**config.mk**
```make
export PLATFORM = sky130hd
export DESIGN_NAME = ordered_list_table
export DESIGN_NICKNAME = d
export VERILOG_FILES = /design/src/rtl/olt_pkg.sv /design/src/rtl/ordered_list_table.sv /design/src/rtl/olt_cell.sv
export SDC_FILE = /design/constraint.sdc
export NUM_CORES = 2
export LEC_CHECK = 0
export BUFFER_PORTS_ARGS = -buffer_cell sky130_fd_sc_hd__buf_2
export CAP_MARGIN = 20
export CORE_ASPECT_RATIO = 2
export CORE_UTILIZATION = 50
export DETAILED_ROUTE_END_ITERATION = 10
export GPL_ROUTABILITY_DRIVEN = 0
export MAX_ROUTING_LAYER = met4
export PLACE_DENSITY = 0.7
export RECOVER_POWER = 50
export REMOVE_ABC_BUFFERS = 1
export SETUP_SLACK_MARGIN = 0.2
export SYNTH_ARGS = -nofsm -noshare
export SYNTH_HDL_FRONTEND = slang
export SYNTH_SLANG_ARGS = --single-unit
```
**constraint.sdc**
```tcl
create_clock -name clk -period 9.05 [get_ports clk]
set_input_delay 1.81 -clock clk [delete_from_list [all_inputs] [get_ports clk]]
set_output_delay 1.81 -clock clk [all_outputs]
set_load 0.02 [all_outputs]
```
**src/rtl/olt_pkg.sv**
```systemverilog
// Shared types, codes and defaults for the ordered list table.
package olt_pkg;

  localparam int CAPACITY_DEF   = 32;
  localparam int DATA_WIDTH_DEF = 32;
  // A dump reads out at most this many entries.
  localparam int RESULT_LIMIT   = 32;
  // Width used when counts are compared against the result limit.
  localparam int CMP_W          = 8;

  localparam int KIND_W   = 3;
  localparam int FIELD_W  = 32;
  localparam int POS_W    = 6;
  localparam int STATUS_W = 3;
  localparam int COUNT_W  = 6;

  typedef enum logic [KIND_W-1:0] {
    KIND_APPEND     = 3'd0,
    KIND_DEL_TAIL   = 3'd1,
    KIND_DEL_HEAD   = 3'd2,
    KIND_DEL_POS    = 3'd3,
    KIND_DEL_KEY    = 3'd4,
    KIND_DUMP       = 3'd5
  } kind_t;

  typedef enum logic [STATUS_W-1:0] {
    STAT_OK        = 3'd0,
    STAT_FULL      = 3'd1,
    STAT_EMPTY     = 3'd2,
    STAT_BAD_POS   = 3'd3,
    STAT_NOT_FOUND = 3'd4
  } status_t;

  typedef enum logic [2:0] {
    CELL_HOLD,
    CELL_WRITE,
    CELL_SHIFT,
    CELL_ROTATE,
    CELL_MATCH
  } cell_op_t;

  typedef enum logic [1:0] {
    S_IDLE,
    S_SCAN,
    S_DUMP
  } state_t;

endpackage

```
**src/rtl/ordered_list_table.sv**
```systemverilog
// Top level of the ordered list table: cell chain and its sequencer.
//
// The block keeps an ordered list of up to CAPACITY signed entries in a chain of
// cells, one entry per cell, with the head in the first cell. Each input word on
// the in_ channel is one operation; every operation gives one result word on the
// out_ channel, except a dump of a non-empty list, which gives one word per entry
// (at most 32), with out_last set on the final one.
// Append and the tail, head and position deletes finish in the cycle the word is
// taken: append writes the cell at the count, a head or position delete has the
// cells from the gap on copy their right-hand neighbours in one step, and the
// result is offered on the next cycle. A key delete first latches a compare in
// every cell, then walks the match flags one cell per cycle. A dump rotates the
// whole chain round once, presenting the head cell each step, and leaves the
// order as it was. One operation is handled at a time; a new input word is taken
// once the sequencer is idle and the result register is empty or being emptied.
// If the receiver stalls, the result register holds its word and the key walk or
// dump rotation pauses until the word is taken; nothing is dropped.
// Reset empties the list and the result register; cell contents are not cleared,
// since only cells below the count are ever read.
module ordered_list_table #(
  parameter int CAPACITY   = olt_pkg::CAPACITY_DEF,
  parameter int DATA_WIDTH = olt_pkg::DATA_WIDTH_DEF
) (
  input  logic                                clk,
  input  logic                                rst_n,
  input  logic                                in_valid,
  output logic                                in_ready,
  input  logic [olt_pkg::KIND_W-1:0]          in_kind,
  input  logic signed [olt_pkg::FIELD_W-1:0]  in_value,
  input  logic [olt_pkg::POS_W-1:0]           in_position,
  input  logic signed [olt_pkg::FIELD_W-1:0]  in_key,
  output logic                                out_valid,
  input  logic                                out_ready,
  output logic [olt_pkg::STATUS_W-1:0]        out_status,
  output logic signed [olt_pkg::FIELD_W-1:0]  out_entry,
  output logic                                out_entry_valid,
  output logic [olt_pkg::COUNT_W-1:0]         out_entry_count,
  output logic                                out_last
);
  import olt_pkg::*;

  localparam int IDX_W = (CAPACITY > 1) ? $clog2(CAPACITY) : 1;
  localparam int CW    = $clog2(CAPACITY + 1);

  state_t                state_r, state_nxt;
  logic [CW-1:0]         count_r, count_nxt;
  logic [IDX_W-1:0]      scan_r, scan_nxt;
  logic [IDX_W-1:0]      rot_r, rot_nxt;

  logic                  out_valid_r;
  status_t               out_status_r;
  logic [FIELD_W-1:0]    out_entry_r;
  logic                  out_entry_valid_r;
  logic [COUNT_W-1:0]    out_count_r;
  logic                  out_last_r;

  logic                  res_load;
  status_t               res_status;
  logic [FIELD_W-1:0]    res_entry;
  logic                  res_entry_valid;
  logic                  res_last;

  cell_op_t              cell_op;
  logic [IDX_W-1:0]      cell_idx;
  logic [DATA_WIDTH-1:0] wdata;
  logic [DATA_WIDTH-1:0] key_fit;
  logic [DATA_WIDTH-1:0] cell_data [CAPACITY];
  logic [CAPACITY-1:0]   match_vec;

  logic                  out_free;
  logic                  in_fire;
  logic [CMP_W-1:0]      dump_len;
  logic                  emit;
  kind_t                 kind;

  // Values and keys are cut or sign-extended to the stored width.
  assign wdata   = DATA_WIDTH'(in_value);
  assign key_fit = DATA_WIDTH'(in_key);

  // The chain: each cell sees its right-hand neighbour, the last one sees the
  // head, which closes the ring used by the dump rotation.
  for (genvar g = 0; g < CAPACITY; g++) begin : g_cell
    olt_cell #(
      .DATA_WIDTH(DATA_WIDTH),
      .IDX_W     (IDX_W),
      .INDEX     (g)
    ) u_cell (
      .clk      (clk),
      .op       (cell_op),
      .idx      (cell_idx),
      .wdata    (wdata),
      .key      (key_fit),
      .next_data(cell_data[(g + 1) % CAPACITY]),
      .data     (cell_data[g]),
      .match    (match_vec[g])
    );
  end

  assign out_free = !out_valid_r || out_ready;
  assign in_ready = (state_r == S_IDLE) && out_free;
  assign in_fire  = in_valid && in_ready;
  assign kind     = kind_t'(in_kind);

  // A dump reads out the smaller of the count and the result limit.
  assign dump_len = (CMP_W'(count_r) > CMP_W'(RESULT_LIMIT)) ? CMP_W'(RESULT_LIMIT)
                                                             : CMP_W'(count_r);
  assign emit     = CMP_W'(rot_r) < dump_len;

  always_ff @(posedge clk) begin
    if (!rst_n) begin
      state_r     <= S_IDLE;
      count_r     <= '0;
      scan_r      <= '0;
      rot_r       <= '0;
      out_valid_r <= 1'b0;
    end else begin
      state_r <= state_nxt;
      count_r <= count_nxt;
      scan_r  <= scan_nxt;
      rot_r   <= rot_nxt;
      if (res_load) out_valid_r <= 1'b1;
      else if (out_ready) out_valid_r <= 1'b0;
    end
  end

  // Result register payload: loaded together with the valid flag.
  always_ff @(posedge clk) begin
    if (res_load) begin
      out_status_r      <= res_status;
      out_entry_r       <= res_entry;
      out_entry_valid_r <= res_entry_valid;
      out_count_r       <= COUNT_W'(count_nxt);
      out_last_r        <= res_last;
    end
  end

  always_comb begin
    state_nxt       = state_r;
    count_nxt       = count_r;
    scan_nxt        = scan_r;
    rot_nxt         = rot_r;
    cell_op         = CELL_HOLD;
    cell_idx        = '0;
    res_load        = 1'b0;
    res_status      = STAT_OK;
    res_entry       = '0;
    res_entry_valid = 1'b0;
    res_last        = 1'b1;

    unique case (state_r)
      S_IDLE: begin
        if (in_fire) begin
          res_load = 1'b1;
          unique case (kind)
            KIND_APPEND: begin
              if (CMP_W'(count_r) >= CMP_W'(CAPACITY)) begin
                res_status = STAT_FULL;
              end else begin
                cell_op   = CELL_WRITE;
                cell_idx  = IDX_W'(count_r);
                count_nxt = count_r + CW'(1);
              end
            end
            KIND_DEL_TAIL: begin
              if (count_r == '0) res_status = STAT_EMPTY;
              else count_nxt = count_r - CW'(1);
            end
            KIND_DEL_HEAD: begin
              if (count_r == '0) begin
                res_status = STAT_EMPTY;
              end else begin
                cell_op   = CELL_SHIFT;
                cell_idx  = '0;
                count_nxt = count_r - CW'(1);
              end
            end
            KIND_DEL_POS: begin
              if (count_r == '0) begin
                res_status = STAT_EMPTY;
              end else if (in_position == '0 ||
                           CMP_W'(in_position) > CMP_W'(count_r)) begin
                res_status = STAT_BAD_POS;
              end else begin
                cell_op   = CELL_SHIFT;
                cell_idx  = IDX_W'(in_position - POS_W'(1));
                count_nxt = count_r - CW'(1);
              end
            end
            KIND_DEL_KEY: begin
              if (count_r == '0) begin
                res_status = STAT_EMPTY;
              end else begin
                // Every cell latches its compare; the walk follows.
                res_load  = 1'b0;
                cell_op   = CELL_MATCH;
                scan_nxt  = '0;
                state_nxt = S_SCAN;
              end
            end
            KIND_DUMP: begin
              if (count_r == '0) begin
                res_status = STAT_EMPTY;
              end else begin
                res_load  = 1'b0;
                rot_nxt   = '0;
                state_nxt = S_DUMP;
              end
            end
            default: ;
          endcase
        end
      end

      S_SCAN: begin
        if (out_free) begin
          if (match_vec[scan_r]) begin
            cell_op   = CELL_SHIFT;
            cell_idx  = scan_r;
            count_nxt = count_r - CW'(1);
            res_load  = 1'b1;
            state_nxt = S_IDLE;
          end else if (scan_r == IDX_W'(count_r - CW'(1))) begin
            res_load   = 1'b1;
            res_status = STAT_NOT_FOUND;
            state_nxt  = S_IDLE;
          end else begin
            scan_nxt = scan_r + IDX_W'(1);
          end
        end
      end

      S_DUMP: begin
        // The ring turns once in full; the head is read out while it is in use.
        if (!emit || out_free) begin
          cell_op = CELL_ROTATE;
          rot_nxt = rot_r + IDX_W'(1);
          if (emit) begin
            res_load        = 1'b1;
            res_entry       = FIELD_W'(signed'(cell_data[0]));
            res_entry_valid = 1'b1;
            res_last        = (CMP_W'(rot_r) + CMP_W'(1)) == dump_len;
          end
          if (rot_r == IDX_W'(CAPACITY - 1)) begin
            rot_nxt   = '0;
            state_nxt = S_IDLE;
          end
        end
      end

      default: state_nxt = S_IDLE;
    endcase
  end

  assign out_valid       = out_valid_r;
  assign out_status      = out_status_r;
  assign out_entry       = out_entry_r;
  assign out_entry_valid = out_entry_valid_r;
  assign out_entry_count = out_count_r;
  assign out_last        = out_last_r;

endmodule

```
**src/rtl/olt_cell.sv**
```systemverilog
// One storage cell of the list chain: holds an entry and its key match flag.
module olt_cell #(
  parameter int DATA_WIDTH = 32,
  parameter int IDX_W      = 5,
  parameter int INDEX      = 0
) (
  input  logic                   clk,
  input  olt_pkg::cell_op_t      op,
  input  logic [IDX_W-1:0]       idx,
  input  logic [DATA_WIDTH-1:0]  wdata,
  input  logic [DATA_WIDTH-1:0]  key,
  input  logic [DATA_WIDTH-1:0]  next_data,
  output logic [DATA_WIDTH-1:0]  data,
  output logic                   match
);
  import olt_pkg::*;

  logic [DATA_WIDTH-1:0] data_r;
  logic                  match_r;

  // The cell writes, takes its right-hand neighbour's entry or latches a key match.
  always_ff @(posedge clk) begin
    unique case (op)
      CELL_WRITE: begin
        if (idx == IDX_W'(INDEX)) data_r <= wdata;
      end
      CELL_SHIFT: begin
        if (idx <= IDX_W'(INDEX)) data_r <= next_data;
      end
      CELL_ROTATE: data_r <= next_data;
      CELL_MATCH:  match_r <= (data_r == key);
      default: ;
    endcase
  end

  assign data  = data_r;
  assign match = match_r;

endmodule

```
==> metrics.md <==
| Metric | Value |
|---|---|
| Post-CTS sizing | 0 |
| Max-cap violations | 11 |
| Max-slew headroom | -78.1% |
| Worst Setup Path Type | reg2reg |
| Gr ovfl total | 0 |
| Met2 Usage GRT | 61.3% |
| Worst slack at placement | 3.18 ns |
| Chip height | 484 um |
| Highest-delay cell along the critical path | nor4_1 |
| Max Root-Sink Buffers | 3 |
| Num Clock Sinks | 1118 |
| TritonCTS clock tree | built |
| Remaining DRCs | 0 |
| CP endpoint kind | flip-flop |
| CP cell instances | clkbuf_1 -> mux4_1 -> mux4_2 -> o22ai_1 -> nor4_1 -> a22oi_1 -> nor2_1 -> nand3_1 -> a21oi_2 |
| CTS clk-pin slew, worst paths | 0.07 ns |
| GR Util met3 | 8.29% |
| CP required | 9.35 ns |
| Complex-gate fraction of the synthesized area | 15.1% |
| Arrival @ worst endpoint | 7.56 ns |
| Filler cell count | 9583 |
| Crit start category | flip-flop |
| Synthesized cell area | 0.0580 mm^2 |
| Hold Crit Class | reg2reg |
| Post-synth EDFFs | 1099 |
| GRT met1 Usage | 36.9% |
| Drt wl/cell | 36.5 um |
| Worst skew pair latency | 0.74 ns |
| Layout cells sized above 1 | 12.5% |
| Most used routing layer | met2 |
| Seq cells post-synth | 1118 |
| Final critical-path share of the clock period | 80.2% |
| Port bufs | 121 |
| Hpwl dp | 140 mm |
| Via-per-instance ratio | 6.60 |
| GRT Overall Usage | 37.8% |
| Status | finished, violations left |
| Nets@finish | 4399 |
| Routed Antenna Nets | 0 |
| Hold_buf cts | 0 |
| Setup-failing EPs final | 0 |
| F_max | 138 MHz |
| Cts bufs inserted | 96 |
| Setup ws final | 1.79 ns |
| Setup_tns | 0 ns |
| Fin crit period | 7.26 ns |
| Final-report hold violation count | 0 |
| Clock Tree Root | clkbuf_16 |
| Cell Pwr Density | 185 mW/mm^2 |
| Failing checks | max-capacitance violations, max-slew violations |
| Core area | 0.115 mm^2 |
| Post-synthesis sequential area ratio | 57.5% |
| Initial Utilization | 50.5% |
| Final Skew | 0.0352 ns |
| Initial antenna violation count | 7 |
| Async set-or-reset flop fraction in the synthesized netlist | 0% |
| Mux share of post-synthesis cell area | 0.507% |
| Most frequent cells in the layout | 1099 x edfxtp_1, 1029 x xor2_1, 871 x a21o_1 |
| Total Wirelength | 215 mm |
| Max-slew violations | 284 |
| XOR/XNOR share of the synthesized area | 15.8% |
| Average size of a mapped cell | 13.3 um^2 |
| Row count | 176 |
| DRT Pass-1 Iters | 5 |
| Crit Path Max Fanout | 32 |
| Yosys warning count | 0 |
| Hold slack | 0.526 ns |
| Peak VDD IR | 0.000130 V |
| First-pass GRT wire length | 299 mm |
| Commonest register cell after synthesis | edfxtp_1 |
| Crit path largest cell delay | 1.61 ns |
| Fraction of the mapped netlist area in simple logic gates | 6.01% |
| Die Width | 243 um |
| RSZ-0062 raised after global routing | false |
| Largest net degree at the start of global routing | 243 |
| Area Overhead vs Synth | 7.09% |
| Initial DRC count | 4999 |
| Via count | 39000 |
| Least-Margin Pin Slew | 2.67 ns |
| Gate Count Post-Synth | 4372 |
| Pleak | 0.0255 uW |
| Commonest non-fill, non-tap cell in the layout | edfxtp_1 |
| Yosys cell types | 76 |
| Largest family of logic cells by synthesized area | XOR/XNOR gates |
| Setup Fix Bufs, Post-CTS | 0 |
| Post-synthesis adder-cell area fraction | 0.431% |
| I/O pin count | 122 |
| H-tree depth | 3 |
| Die Area | 0.117 mm^2 |
| Vias in the first global route | 39700 |
==> power breakdown <==
group / leakage, uW / total, uW / internal (uW) / switching, uW
clock network: 0.00155 / 4340 / 2360 / 1980
logic: 0.0138 / 1180 / 378 / 806
registers: 0.0102 / 5960 / 5850 / 113
==> flip-flops by register name, summed over array words and instances (netlist names), 2 cells and up <==
signal	flops
rot_r	5
g_cell.u_cell.data	1024
count_r	6
scan_r	5
out_entry_count	6
g_cell.u_cell.match	32
state_r	2
out_entry	32
out_status	3
==> through the flow <==
stage	power (uW)	cell area (um^2)	utilization, %	cells
finish	11500	62100	54.0	5899
CTS	11400	62200	54.1	5885
global placement	7180	59000	51.3	5707
floorplan	6640	55400	-	3971
global route	11700	62100	54.0	5898
detailed placement	7200	59000	51.4	5709
==> synth_stat cells (4+ instances only) <==
master / instances / area, um^2
nor2b_1: 7 / 43.8
o21ai_0: 25 / 125
xor2_1: 1029 / 9010
and2_1: 68 / 425
nor3_1: 26 / 130
nand2b_1: 4 / 25.0
o211ai_1: 8 / 60.1
o31ai_1: 4 / 30.0
a21o_1: 871 / 6540
buf_4: 10 / 75.1
a21oi_1: 32 / 160
nand2_1: 46 / 173
inv_1: 16 / 60.1
a31oi_1: 5 / 31.3
buf_1: 79 / 297
nand3_1: 23 / 115
buf_2: 99 / 495
mux4_1: 7 / 184
xnor2_1: 16 / 140
a211oi_1: 5 / 37.5
a21o_2: 155 / 1360
nand4_1: 70 / 438
ha_1: 20 / 250
buf_6: 127 / 1430
mux2_2: 4 / 45.0
nor4_1: 257 / 1610
nor2_1: 80 / 300
clkbuf_1: 86 / 323
edfxtp_1: 1099 / 33000
and3_1: 4 / 25.0
or3_1: 5 / 31.3
dfxtp_1: 19 / 380
==> final timing paths <==
| kind | startpoint | endpoint | slack, ns | depth (start not counted) |
|---|---|---|---|---|
| worst max register to register | scan_r[1]$_SDFFE_PN0P_ | g_cell[27].u_cell.data[2]$_DFFE_PP_ | 1.79 | 9 |
| worst min register to register | rot_r[1]$_SDFFE_PN0P_ | rot_r[1]$_SDFFE_PN0P_ | 0.53 | 2 |
| worst min-delay path | rot_r[1]$_SDFFE_PN0P_ | rot_r[1]$_SDFFE_PN0P_ | 0.53 | 2 |
| worst max-delay path | scan_r[1]$_SDFFE_PN0P_ | g_cell[27].u_cell.data[2]$_DFFE_PP_ | 1.79 | 9 |
==> metal layers <==
| metal | share of wire [%] | vias up | routed length, um |
|---|---|---|---|
| met4 | 12 | 0 | 26200 |
| met3 | 8.8 | 1080 | 18900 |
| li1 | - | 15800 | - |
| met2 | 49 | 2691 | 105000 |
| met5 | 0 | - | 0 |
| met1 | 30 | 19400 | 65300 |
==> layout make-up <==
cell class / count / area, um^2 / share of cell area [%]
clock inverters: 54 / 593 / 0.955
inverters: 18 / 67.6 / 0.109
flip-flops and latches: 1118 / 33400 / 53.7
multi-input cells: 2835 / 22200 / 35.7
clock buffers: 122 / 2570 / 4.14
well taps: 1513 / 1890 / 3.05
diodes: 6 / 15.0 / 0.0242
repair buffers: 233 / 1440 / 2.32
==> cells by family (layout without fill, tap and decap cells) <==
family | Yosys count | in the layout
AOI/OAI and AO/OA | 1147 | 1147
xor gates and xnor gates | 1045 | 1045
adders and majority gates | 20 | 20
buffers and inverters | 419 | 427
DFF | 1118 | 1118
muxes | 15 | 15
other | 0 | 6
and+or+nand+nor | 608 | 608
==> worst max-delay path: cells and delay by family (launching register included) <==
kind | cells | cell delay [ns]
muxes | 2 | 0.91
and+or+nand+nor | 3 | 2.44
AOI/OAI and AO/OA | 3 | 2.07
DFF | 1 | 0.31
buffers and inverters | 1 | 1.04
Note: power is estimated with default switching activity, not from simulation.
